`config.mk`:
```
export PLATFORM = sky130hd
export DESIGN_NAME = lru_key_value_cache_with_expiry_top
export DESIGN_NICKNAME = d
export VERILOG_FILES = /design/src/hdl/lkc_pkg.sv /design/src/hdl/lkc_cell.sv /design/src/hdl/lkc_chain.sv /design/src/hdl/lru_key_value_cache_with_expiry_top.sv
export SDC_FILE = /design/constraint.sdc
export NUM_CORES = 2
export LEC_CHECK = 0
export BUFFER_PORTS_ARGS = -buffer_cell sky130_fd_sc_hd__buf_2
export CAP_MARGIN = 20
export CORE_MARGIN = 2
export CORE_UTILIZATION = 45
export DETAILED_ROUTE_END_ITERATION = 7
export PLACE_DENSITY_LB_ADDON = 0.08
export SLEW_MARGIN = 5
export SYNTH_ARGS = -nofsm -noshare
export SYNTH_HDL_FRONTEND = slang
export SYNTH_SLANG_ARGS = --single-unit
```
`constraint.sdc`:
```
create_clock -name clk -period 12.6 [get_ports clk]
set_input_delay 0.63 -clock clk [delete_from_list [all_inputs] [get_ports clk]]
set_output_delay 0.63 -clock clk [all_outputs]
set_load 0.02 [all_outputs]
```
`src/hdl/lkc_pkg.sv`:
```
// ----------------------------------------------------------------------------
// lkc_pkg
// Shared types and constants of the lru key-value cache with expiry.
// ----------------------------------------------------------------------------
package lkc_pkg;

    localparam int ENTRIES    = 8;
    localparam int KEY_BITS   = 32;
    localparam int VALUE_BITS = 32;
    localparam int TIME_BITS  = 32;
    localparam int TTL_BITS   = 16;
    localparam int IDX_W      = $clog2(ENTRIES);
    localparam int CNT_W      = $clog2(ENTRIES + 1);
    localparam int CAP_W      = 4;
    localparam logic [CAP_W-1:0] CAP_RESET = CAP_W'(5);

    localparam logic [1:0] OP_SET  = 2'd0;
    localparam logic [1:0] OP_GET  = 2'd1;
    localparam logic [1:0] OP_DEL  = 2'd2;
    localparam logic [1:0] OP_TICK = 2'd3;

    localparam logic [2:0] ST_STORED  = 3'd0;
    localparam logic [2:0] ST_HIT     = 3'd1;
    localparam logic [2:0] ST_MISS    = 3'd2;
    localparam logic [2:0] ST_DELETED = 3'd3;
    localparam logic [2:0] ST_TICKED  = 3'd4;

    typedef struct packed {
        logic                  valid;
        logic [KEY_BITS-1:0]   key;
        logic [VALUE_BITS-1:0] value;
        logic                  has_exp;
        logic [TIME_BITS-1:0]  exp_time;
    } entry_t;

    typedef enum logic [1:0] {
        CMD_HOLD,
        CMD_SHIFT,
        CMD_CLEAR
    } cell_cmd_t;

    typedef struct packed {
        entry_t               front;
        logic [KEY_BITS-1:0]  key;
        logic [TIME_BITS-1:0] now;
    } chain_ctl_t;

endpackage

```
`src/hdl/lkc_cell.sv`:
```
// ----------------------------------------------------------------------------
// lkc_cell
// One entry of the recency chain: holds, takes its neighbour's entry or clears.
// ----------------------------------------------------------------------------
module lkc_cell (
    input  logic                          clk,
    input  logic                          rst_n,
    input  lkc_pkg::cell_cmd_t            cmd,
    input  lkc_pkg::entry_t               prev,
    input  logic [lkc_pkg::KEY_BITS-1:0]  key,
    input  logic [lkc_pkg::TIME_BITS-1:0] now,
    output lkc_pkg::entry_t               entry,
    output logic                          hit,
    output logic                          expired
);

    logic                          valid_reg;
    logic                          has_exp_reg;
    logic [lkc_pkg::KEY_BITS-1:0]   key_reg;
    logic [lkc_pkg::VALUE_BITS-1:0] value_reg;
    logic [lkc_pkg::TIME_BITS-1:0]  exp_reg;

    always_ff @(posedge clk or negedge rst_n)
    begin
        if (!rst_n)
        begin
            valid_reg   <= 1'b0;
            has_exp_reg <= 1'b0;
        end
        else
        begin
            case (cmd)
                lkc_pkg::CMD_SHIFT:
                begin
                    valid_reg   <= prev.valid;
                    has_exp_reg <= prev.has_exp;
                end
                lkc_pkg::CMD_CLEAR:
                begin
                    valid_reg   <= 1'b0;
                    has_exp_reg <= 1'b0;
                end
                default:
                begin
                    valid_reg   <= valid_reg;
                    has_exp_reg <= has_exp_reg;
                end
            endcase
        end
    end

    always_ff @(posedge clk)
    begin
        if (cmd == lkc_pkg::CMD_SHIFT)
        begin
            key_reg   <= prev.key;
            value_reg <= prev.value;
            exp_reg   <= prev.exp_time;
        end
    end

    assign entry   = '{valid: valid_reg, key: key_reg, value: value_reg,
                       has_exp: has_exp_reg, exp_time: exp_reg};
    assign hit     = valid_reg && (key_reg == key);
    assign expired = valid_reg && has_exp_reg && (now >= exp_reg);

endmodule

```
`src/hdl/lkc_chain.sv`:
```
// ----------------------------------------------------------------------------
// lkc_chain
// Entry cells, most recent first; cell 0 fed by ctl, the rest by a neighbour.
// ----------------------------------------------------------------------------
module lkc_chain (
    input  logic                         clk,
    input  logic                         rst_n,
    input  lkc_pkg::chain_ctl_t          ctl,
    input  lkc_pkg::cell_cmd_t           cmd     [lkc_pkg::ENTRIES],
    output lkc_pkg::entry_t              entries [lkc_pkg::ENTRIES],
    output logic [lkc_pkg::ENTRIES-1:0]  hit_vec,
    output logic [lkc_pkg::ENTRIES-1:0]  exp_vec
);

    genvar g;
    generate
        for (g = 0; g < lkc_pkg::ENTRIES; g++)
        begin : g_cell
            lkc_pkg::entry_t prev;
            if (g == 0)
            begin : g_front
                assign prev = ctl.front;
            end
            else
            begin : g_link
                assign prev = entries[g-1];
            end
            lkc_cell u_cell (
                .clk     (clk),
                .rst_n   (rst_n),
                .cmd     (cmd[g]),
                .prev    (prev),
                .key     (ctl.key),
                .now     (ctl.now),
                .entry   (entries[g]),
                .hit     (hit_vec[g]),
                .expired (exp_vec[g])
            );
        end
    endgenerate

endmodule

```
`src/hdl/lru_key_value_cache_with_expiry_top.sv`:
```
// ----------------------------------------------------------------------------
// lru_key_value_cache_with_expiry_top
// LRU key-value cache with per-key expiry built on a chain of entry cells.
// ----------------------------------------------------------------------------
// channel  dir  handshake              contents
// s_*      in   s_tvalid / s_tready    tuser: opcode; tdata: key, value, has_ttl, ttl
// m_*      out  m_tvalid / m_tready    tuser: status; tdata: read_value, evicted, count
// apb      in   psel, penable, pready  reg 0 at 0x0: capacity_limit
//
// a word is accepted and then executed; a set of a new key at the limit stays
// in execute, the eviction loop removing the least recent entry per cycle.
// reset empties every cell and clears the clock; the limit returns to 5.
// a new word is taken in idle once the result register is free or drains that cycle.
// ----------------------------------------------------------------------------
module lru_key_value_cache_with_expiry_top (
    input  logic        clk,
    input  logic        rst_n,
    input  logic        s_tvalid,
    output logic        s_tready,
    input  logic [1:0]  s_tuser,   // [1:0] opcode
    input  logic [87:0] s_tdata,   // [31:0] key, [63:32] value, [64] has_ttl,
                                   // [80:65] ttl_seconds, rest zero
    output logic        m_tvalid,
    input  logic        m_tready,
    output logic [2:0]  m_tuser,   // [2:0] status
    output logic [39:0] m_tdata,   // [31:0] read_value, [32] evicted,
                                   // [36:33] removed_count, rest zero
    input  logic        psel,
    input  logic        penable,
    input  logic        pwrite,
    input  logic [2:0]  paddr,
    input  logic [31:0] pwdata,
    output logic [31:0] prdata,
    output logic        pready
);

    typedef enum logic {S_IDLE, S_EXEC} state_t;

    localparam int E = lkc_pkg::ENTRIES;
    localparam int IW = lkc_pkg::IDX_W;
    localparam int CW = lkc_pkg::CNT_W;
    localparam logic [lkc_pkg::TIME_BITS-1:0] TIME_MAX = '1;

    state_t                          state_reg;
    logic [lkc_pkg::CAP_W-1:0]       cap_reg;
    logic [CW-1:0]                   live_reg, live_next;
    logic [lkc_pkg::TIME_BITS-1:0]   now_reg, now_next;
    logic                            ev_reg, ev_next;
    logic [1:0]                      op_reg;
    logic [lkc_pkg::KEY_BITS-1:0]    key_reg;
    logic [lkc_pkg::VALUE_BITS-1:0]  val_reg;
    logic                            ttl_on_reg;
    logic [lkc_pkg::TTL_BITS-1:0]    ttl_reg;

    logic                            out_valid_reg;
    logic [2:0]                      out_status_reg;
    logic [lkc_pkg::VALUE_BITS-1:0]  out_value_reg;
    logic                            out_ev_reg;
    logic [CW-1:0]                   out_cnt_reg;

    lkc_pkg::chain_ctl_t             ctl;
    lkc_pkg::cell_cmd_t              cmd [E];
    lkc_pkg::entry_t                 entries [E];
    logic [E-1:0]                    hit_vec, exp_vec, clear_vec;

    logic                            accept, finish, do_shift, hit_any;
    logic [IW-1:0]                   hit_idx, free_idx, last_idx, stop_idx;
    logic [CW-1:0]                   cap_eff, pop;
    logic [2:0]                      status;
    logic [lkc_pkg::VALUE_BITS-1:0]  rv;
    logic [lkc_pkg::TIME_BITS:0]     exp_sum;
    logic [lkc_pkg::TIME_BITS-1:0]   exp_t, now_sat;

    assign pready   = 1'b1;
    assign prdata   = paddr[2] ? 32'd0 : {{(32-lkc_pkg::CAP_W){1'b0}}, cap_reg};
    assign accept   = s_tvalid && s_tready;
    assign s_tready = (state_reg == S_IDLE) && (!out_valid_reg || m_tready);
    assign m_tvalid = out_valid_reg;
    assign m_tuser  = out_status_reg;
    assign m_tdata  = {3'd0, out_cnt_reg, out_ev_reg, out_value_reg};

    // limit of zero acts as one, above the row acts as the row
    always_comb
    begin
        if (cap_reg == '0)
            cap_eff = CW'(1);
        else if (32'(cap_reg) > E)
            cap_eff = CW'(E);
        else
            cap_eff = CW'(cap_reg);
    end

    assign now_sat = (now_reg == TIME_MAX) ? now_reg : now_reg + 1'b1;
    assign exp_sum = {1'b0, now_reg} + {{(lkc_pkg::TIME_BITS+1-lkc_pkg::TTL_BITS){1'b0}}, ttl_reg};
    assign exp_t   = exp_sum[lkc_pkg::TIME_BITS] ? TIME_MAX
                                                 : exp_sum[lkc_pkg::TIME_BITS-1:0];

    always_comb
    begin
        hit_any  = 1'b0;
        hit_idx  = '0;
        free_idx = '0;
        last_idx = '0;
        pop      = '0;
        for (int i = E - 1; i >= 0; i--)
        begin
            if (hit_vec[i])
            begin
                hit_any = 1'b1;
                hit_idx = IW'(i);
            end
            if (!entries[i].valid)
                free_idx = IW'(i);
        end
        for (int i = 0; i < E; i++)
        begin
            if (entries[i].valid)
                last_idx = IW'(i);
            pop = pop + CW'(exp_vec[i]);
        end
    end

    always_comb
    begin
        ctl.key   = key_reg;
        ctl.now   = (op_reg == lkc_pkg::OP_TICK) ? now_sat : now_reg;
        ctl.front = '{valid: 1'b1, key: key_reg, value: val_reg,
                      has_exp: ttl_on_reg, exp_time: exp_t};
        finish    = 1'b1;
        do_shift  = 1'b0;
        stop_idx  = '0;
        clear_vec = '0;
        live_next = live_reg;
        now_next  = now_reg;
        ev_next   = ev_reg;
        status    = lkc_pkg::ST_STORED;
        rv        = '0;
        case (op_reg)
            lkc_pkg::OP_SET:
            begin
                if (hit_any)
                begin
                    do_shift = 1'b1;
                    stop_idx = hit_idx;
                end
                else if (live_reg >= cap_eff)
                begin
                    clear_vec[last_idx] = 1'b1;
                    live_next = live_reg - 1'b1;
                    ev_next   = 1'b1;
                    finish    = 1'b0;
                end
                else
                begin
                    do_shift  = 1'b1;
                    stop_idx  = free_idx;
                    live_next = live_reg + 1'b1;
                end
            end
            lkc_pkg::OP_GET:
            begin
                status = lkc_pkg::ST_MISS;
                if (hit_any && exp_vec[hit_idx])
                begin
                    clear_vec[hit_idx] = 1'b1;
                    live_next = live_reg - 1'b1;
                end
                else if (hit_any)
                begin
                    ctl.front = entries[hit_idx];
                    do_shift  = 1'b1;
                    stop_idx  = hit_idx;
                    rv        = entries[hit_idx].value;
                    status    = lkc_pkg::ST_HIT;
                end
            end
            lkc_pkg::OP_DEL:
            begin
                status = lkc_pkg::ST_DELETED;
                if (hit_any)
                begin
                    clear_vec[hit_idx] = 1'b1;
                    live_next = live_reg - 1'b1;
                end
            end
            default:
            begin
                status    = lkc_pkg::ST_TICKED;
                now_next  = now_sat;
                clear_vec = exp_vec;
                live_next = live_reg - pop;
            end
        endcase
    end

    always_comb
    begin
        for (int i = 0; i < E; i++)
        begin
            if (state_reg != S_EXEC)
                cmd[i] = lkc_pkg::CMD_HOLD;
            else if (clear_vec[i])
                cmd[i] = lkc_pkg::CMD_CLEAR;
            else if (do_shift && (i <= int'(stop_idx)))
                cmd[i] = lkc_pkg::CMD_SHIFT;
            else
                cmd[i] = lkc_pkg::CMD_HOLD;
        end
    end

    lkc_chain u_chain (
        .clk     (clk),
        .rst_n   (rst_n),
        .ctl     (ctl),
        .cmd     (cmd),
        .entries (entries),
        .hit_vec (hit_vec),
        .exp_vec (exp_vec)
    );

    always_ff @(posedge clk or negedge rst_n)
    begin
        if (!rst_n)
        begin
            state_reg     <= S_IDLE;
            cap_reg       <= lkc_pkg::CAP_RESET;
            live_reg      <= '0;
            now_reg       <= '0;
            ev_reg        <= 1'b0;
            out_valid_reg <= 1'b0;
        end
        else
        begin
            if (psel && penable && pwrite && pready && !paddr[2])
                cap_reg <= pwdata[lkc_pkg::CAP_W-1:0];
            if (out_valid_reg && m_tready)
                out_valid_reg <= 1'b0;
            case (state_reg)
                S_IDLE:
                begin
                    if (accept)
                    begin
                        ev_reg    <= 1'b0;
                        state_reg <= S_EXEC;
                    end
                end
                S_EXEC:
                begin
                    live_reg <= live_next;
                    now_reg  <= now_next;
                    ev_reg   <= ev_next;
                    if (finish)
                    begin
                        out_valid_reg <= 1'b1;
                        state_reg     <= S_IDLE;
                    end
                end
                default:
                begin
                    state_reg <= S_IDLE;
                end
            endcase
        end
    end

    always_ff @(posedge clk)
    begin
        if (accept)
        begin
            op_reg     <= s_tuser;
            key_reg    <= s_tdata[31:0];
            val_reg    <= s_tdata[63:32];
            ttl_on_reg <= s_tdata[64];
            ttl_reg    <= s_tdata[80:65];
        end
        if ((state_reg == S_EXEC) && finish)
        begin
            out_status_reg <= status;
            out_value_reg  <= rv;
            out_ev_reg     <= ev_next;
            out_cnt_reg    <= (op_reg == lkc_pkg::OP_TICK) ? pop : '0;
        end
    end

endmodule

```
Word-level counts from Yosys, hierarchy flattened
Index checks and enable logic that the tools add are counted.
Widths: inputs -> output; s select.
- $add $sub $neg: 12
- magnitude comparators: 22
- eq/ne operators: 32
- muxes and demuxes: 124
- bitwise logic cells: 5
- reductions and logical operators: 58
- operators with widths (cell ; count):
    $mux 98 ; 5
    $bmux 98 s3 ; 1
    $eq 32x32->1 ; 8
    $ge 32x32->1 ; 8
    $mux 32 ; 3
    $mux 3 ; 26
    $logic_and 1x1->1 ; 41
    $pmux 1 s2 ; 19
    $mux 2 ; 18
    $mux 1 ; 34
    $add 32x16->33 ; 1
    $add 32x1->32 const B ; 1
    $eq 32x32->1 const B ; 1
    $mux 8 ; 4
    $mux 4 ; 7
    $pmux 8 s3 ; 1
    $eq 2x2->1 const B ; 10
    $eq 2x1->1 const B ; 9
    $add 4x1->4 ; 4
    $reduce_bool 2->1 ; 8
    $le 3x3->1 const A ; 4
    $pmux 4 s3 ; 1
    $pmux 3 s3 ; 1
    $lt 3x4->1 const B ; 2
    other kinds (25) ; 36
- register bits after elaboration: 950
- input bits: 132
- output and inout port bits: 78
- word-level logic and storage cells: 308

Longest topological paths before layout
- word-level depth: 22
- mapped depth: 37
- mapped depth without buffers: 35

By module
A second synthesis with hierarchy kept.
- cell total of the unflattened synthesis: 3899
- area, all modules: 47998.5 sq um
- modules (own cells, without submodules) (module ; times used ; cells each ; area an instance (sq um) ; sequential area each (sq um)):
    lkc_cell ; 8 ; 264 ; 4165.2 ; 2932.8
    lru_key_value_cache_with_expiry_top ; 1 ; 1787 ; 14676.6 ; 4772.1

Worst setup path after synthesis
Ideal clock, no wire load.
- path type: register to register
- start: register now_reg[0] (netlist name)
- end: register u_chain.g_cell[0].u_cell.exp_reg[0] (netlist name), enable pin
- setup time: 0.583 ns
- data arrival time: 11.587 ns
- required time: 12.017 ns
- slack: 0.429 ns
- stages on the path, launching flop included: 30
- buffers on the path: 1
- clock period less this slack: 12.171 ns
- cells stage by stage: dfrtp_1 ha_1 and3_1 nand4_1 nor3_1 and2_1 clkbuf_1 nor3_1 and3_1 nand3_1 nor2_1 nand3_1 nor2_1 nand2_1 xnor2_1 ha_1 a21o_1 a21o_1 a21o_1 a211o_1 o2111ai_1 a21oi_1 nor3_1 o22ai_1 nor2_1 a221oi_1 o31ai_1 nor2b_1 ha_1 a21boi_0
- longest elaborated chain between the ends: 14
- elaborated cells on any way between the ends: 31
- those cells by class: add/sub (1); order compare (8); eq/ne (2); mux (11); reduce/logical (9)
- RTL lines (what ; line ; text):
    start, declared ; lru_key_value_cache_with_expiry_top.sv:47 ; logic [lkc_pkg::TIME_BITS-1:0] now_reg, now_next;
    start signal, assigned ; lru_key_value_cache_with_expiry_top.sv:250 ; now_reg <= now_next;
    $add 32x1->32 or $eq 32x32->1 (tied branches) ; lru_key_value_cache_with_expiry_top.sv:93 ; assign now_sat = (now_reg == TIME_MAX) ? now_reg : now_reg + 1'b1;
    $mux 32 ; lru_key_value_cache_with_expiry_top.sv:93 ;
    $mux 32 * ; lru_key_value_cache_with_expiry_top.sv:126 ; ctl.now = (op_reg == lkc_pkg::OP_TICK) ? now_sat : now_reg;
    $ge 32x32->1 ; lkc_cell.sv:65 ; assign expired = valid_reg && has_exp_reg && (now >= exp_reg);
    $logic_and 1x1->1 ; lkc_cell.sv:65 ;
    $bmux 1 s3 ; lru_key_value_cache_with_expiry_top.sv:163 ; if (hit_any && exp_vec[hit_idx])
    $mux 1 (implied by the code) ; lru_key_value_cache_with_expiry_top.sv:163 ;
    $logic_and 1x1->1 ; lru_key_value_cache_with_expiry_top.sv:163 ;
    $mux 1 ; lru_key_value_cache_with_expiry_top.sv:163 ;
    $pmux 1 s2 ; lru_key_value_cache_with_expiry_top.sv:138 ; case (op_reg)
    $mux 1 ; lru_key_value_cache_with_expiry_top.sv:204 ; else if (do_shift && (i <= int'(stop_idx)))
    $mux 2 * ; lru_key_value_cache_with_expiry_top.sv:202 ; else if (clear_vec[i])
    $mux 2 * ; lru_key_value_cache_with_expiry_top.sv:200 ; if (state_reg != S_EXEC)
    $eq 2x1->1 * ; lkc_cell.sv:54 ; if (cmd == lkc_pkg::CMD_SHIFT)
    end signal, assigned ; lkc_cell.sv:58 ; exp_reg <= prev.exp_time;
    end, declared ; lkc_cell.sv:21 ; logic [lkc_pkg::TIME_BITS-1:0] exp_reg;
Mark *: on every way between the ends. The rest lies on a longest branch, timed or not. The select of a mux whose other input is x is not followed.
A chain may end at the register's enable or synchronous reset.

Worst setup path in the final report
- start: register now_reg[0] (netlist name)
- end: register live_reg[3]
- longest elaborated chain between the ends: 14
- elaborated cells on any way between the ends: 34
- those cells by class: add/sub (9); order compare (8); eq/ne (2); mux (5); reduce/logical (10)
- RTL lines (what ; line ; text):
    $add 32x1->32 or $eq 32x32->1 (tied branches) ; lru_key_value_cache_with_expiry_top.sv:93 ;
    $mux 32 ; lru_key_value_cache_with_expiry_top.sv:93 ;
    $mux 32 * ; lru_key_value_cache_with_expiry_top.sv:126 ;
    $ge 32x32->1 ; lkc_cell.sv:65 ;
    $logic_and 1x1->1 ; lkc_cell.sv:65 ;
    $add 1x1->2 ; lru_key_value_cache_with_expiry_top.sv:119 ; pop = pop + CW'(exp_vec[i]);
    $add 2x1->3 ; lru_key_value_cache_with_expiry_top.sv:119 ;
    $add 3x1->4 ; lru_key_value_cache_with_expiry_top.sv:119 ;
    $add 4x1->4 (3 in series) ; lru_key_value_cache_with_expiry_top.sv:119 ;
    $add 4x1->4 * ; lru_key_value_cache_with_expiry_top.sv:119 ;
    via pop[1] ; lru_key_value_cache_with_expiry_top.sv:68 ; logic [CW-1:0] cap_eff, pop;
    $sub 4x4->4 * ; lru_key_value_cache_with_expiry_top.sv:191 ; live_next = live_reg - pop;
    $pmux 4 s3 * ; lru_key_value_cache_with_expiry_top.sv:138 ;
    end signal, assigned ; lru_key_value_cache_with_expiry_top.sv:249 ; live_reg <= live_next;
    end, declared ; lru_key_value_cache_with_expiry_top.sv:46 ; logic [CW-1:0] live_reg, live_next;
The timed path passes the listed nets; every way through them passes the cells marked *. The select of a mux whose other input is x is not followed.

==> results.txt <==
* Number of ports placed on the die boundary: 210
* Slew at the pin closest to its max-slew limit: 1.11 ns
- DIE HEIGHT: 332 um
- In this run the critical register-to-register path is captured at live_reg[3].
- IR analysis of the VDD net gives a maximum drop of 0.118 mV.
* Worst Clk Skew: 0.0318 ns
- The analysis attributes to cell leakage a power of 21.7 nW.
* Filler Cell Count: 9412
* Sum of negative setup slack: 0 ns
* Depth of the worst register-to-register path: 36
- Final net count: 4565
- Total number of placement rows: 120
- After technology mapping, the gate count stands at 3969.
- Last element of the critical path: live_reg[3]
- Most common cell after layout, fill and taps aside: edfxtp_1
- Die area: 0.111 sq mm
- Synth Register Bits: 950
* HPWL after detailed placement: 108 mm
* Library cell contributing the largest single delay on the critical path: a311oi_1
* Crit path largest cell delay: 0.61 ns
* Initial DRC count: 4289
* Required time at the endpoint of the critical path: 13.24 ns
* Pre-antenna DRT Iters: 8
* Start point of the critical path: now_reg[0]
- The critical path is of the reg -> reg type.
- The cell sitting at the root of the clock tree is a clkbuf_16.
- The initial utilization of the core area, before any placement, comes to 45.3%.
- Worst min-delay path class: in -> reg
* Resize count post-CTS: 0
- The checks that failed: design-rule violations.
- Slack of the worst reg-to-reg path: 2.55 ns
* Share of cells above drive strength 1: 11.0%
* Number of buffers on the longest clock path: 3
- Count of endpoints failing setup in the final report: 0
- From left edge to right edge, the die measures 332 um.
- Yosys mapped a number of flops with a built-in enable equal to 891.
- Status: finished with violations
- In the synthesized netlist the dominant register cell turns out to be edfxtp_1.
* Netlist cell types: 82
- Counting the buffers created by CTS gives 104.
* Number of buffer and inverter instances along the worst setup path: 5
* Fraction of registers with async set/reset: 6.21%
- The total overflow left after global routing is 0.
- Broken down by cell family, the worst path's largest delay share belongs to simple AND/OR/NAND/NOR gates.
- Unrepaired setup endpoints after global routing: no
* Final Hold Slack: 0.0775 ns
- Count of antenna-violating nets left after detailed routing: 0
- Clock tree from TritonCTS: yes
* Count of buffers inserted at the top-level ports: 140
- Final period util: 79.8%
- Clock-pin slew was measured on the worst setup and hold paths at 0.07 ns.
- P&R area growth vs syn: 12.6%
- Clock insertion delay at the later pin of the skew report: 0.73 ns
- Startpoint of the worst register-to-register path: now_reg[0]
- Sort of element at the start of the critical path: register
- Each instance of the synthesized netlist takes up on average 12.2 sq um.
* Final-report hold violation count: 0
- Total length of routed wires: 160 mm
* Number of H-tree branching levels: 3
- Global-route wire length before repair: 231 mm
* Signal arrival time at the worst endpoint: 10.70 ns
- Relative slew margins: 26.0%
* Cell depth of the worst setup path: 36
* Post-synth design cell area: 0.0485 sq mm
* Sequential area share after synthesis: 58.2%
- The total area inside the core boundary comes to 0.107 sq mm.
- STA classifies the critical path endpoint as a register.
- Weighted congestion reported at the end of routability-driven placement: 0.999
- Max capacitance violation total: 0
- For this run, the number of Yosys warnings is 0.
- The top cell types in the final layout, fill and taps aside, are edfxtp_1 (891), ha_1 (298), inv_1 (291).
- The number of global-route vias before repair came to 33100.
- Global routing used 28.6% of the available tracks.
* Number of vias in the routed layout: 33800
* Clock period minus worst slack: 10.05 ns
- Routed wirelength normalized by instance count: 28.5 um
- Clock tree synthesis found a total of 950 sinks.
* Peak clock frequency supported by timing: 99.5 MHz
- Dividing total power by cell area gives a power density of 145 mW/mm^2.
- Via count normalized by instance count: 6.03
* DRC violations left: 20
* Number of max-slew violations in the final report: 0
- Entering global routing, the biggest net connects 86 pins.
* Worst Path Max Fanout: 9
* Number of antenna violations at the first check in global routing: 5
how the worst min path moves through the flow:
stage                                                      from                                     to  cells after the start
after floorplan                                           rst_n                             cap_reg[1]                      0
after global placement    u_chain.g_cell[4].u_cell.value_reg[5]  u_chain.g_cell[5].u_cell.value_reg[5]                      0
after detailed placement  u_chain.g_cell[3].u_cell.value_reg[1]  u_chain.g_cell[4].u_cell.value_reg[1]                      0
after CTS                                           s_tdata[63]                            val_reg[31]                      1
after global routing                                s_tdata[34]                             val_reg[2]                      1
final                                               s_tdata[16]                            key_reg[16]                      1
per-stage QoR:
step           area (sq um)  utilization, %  power, W  setup WS (ns)  instances
5_1_grt               54700            51.1   0.00820           1.91       5612
6_report              54700            51.1   0.00795           2.55       5613
2_1_floorplan         48700               -   0.00435          0.429       3999
4_1_cts               54700            51.1   0.00799           2.60       5611
3_3_place_gp          51000            47.7   0.00475           2.71       5416
3_5_place_dp          51000            47.7   0.00474           2.70       5416
cells by family after synthesis:
family / Yosys count / share of synthesized area [%]
compound gates: 806 / 11.4
flops: 950 / 58.2
other cells: 2 / 0.0155
fa+ha+maj: 312 / 8.13
simple gates: 967 / 9.92
xor+xnor: 341 / 6.15
buf+inv: 500 / 4.28
mux: 91 / 1.96
cell usage after synthesis (29+ instances only):
cell	instances	area, sq um
a21o_1	93	698
a21oi_1	230	1150
a221oi_1	41	359
a222oi_1	89	891
a22oi_1	29	218
and3_1	52	325
buf_2	54	270
buf_4	35	263
clkbuf_1	111	417
dfrtp_1	57	1430
edfxtp_1	891	26800
ha_1	306	3830
inv_1	291	1090
mux2_2	32	360
mux2i_1	57	571
nand2_1	267	1000
nand2b_1	42	263
nand3_1	76	380
nand4_1	94	588
nor2_1	203	762
nor3_1	49	245
nor4_1	85	532
o21ai_0	112	561
o22ai_1	42	263
xnor2_1	150	1310
xor2_1	191	1670
where the power goes:
| group | switching [W] | internal (W) | leakage (nW) |
|---|---|---|---|
| Combinational | 0.000633 | 0.000324 | 11.1 |
| Sequential | 0.000152 | 0.00359 | 8.86 |
| Clock | 0.00136 | 0.00189 | 1.75 |
| Total | 0.00214 | 0.00581 | 21.7 |
area by class of cell:
cell class              count  area (sq um)  area share (%)
clock inverters            61           802            1.47
flip-flops and latches    950         28200            51.7
repair buffers            225          1400            2.57
inverters                 291          1090            2.00
well taps                1403          1760            3.21
multi-input cells        2549         18600            34.0
diodes                      1          2.50         0.00458
clock buffers             133          2800            5.12
metal layers:
layer  track usage [%]  wire (um)
met5                 0         12
met4              7.96       4620
met3              4.50      12800
met2              43.9      71200
met1              41.9      71600
timing repair:
item / 4_1_cts / 5_1_grt
setup endpoints to repair: 0 / 0
hold endpoints to repair: 13 / 0
hold buffers: 1 / 0
buffers inserted: 0 / 0
Power figures use the tool's default switching activity.
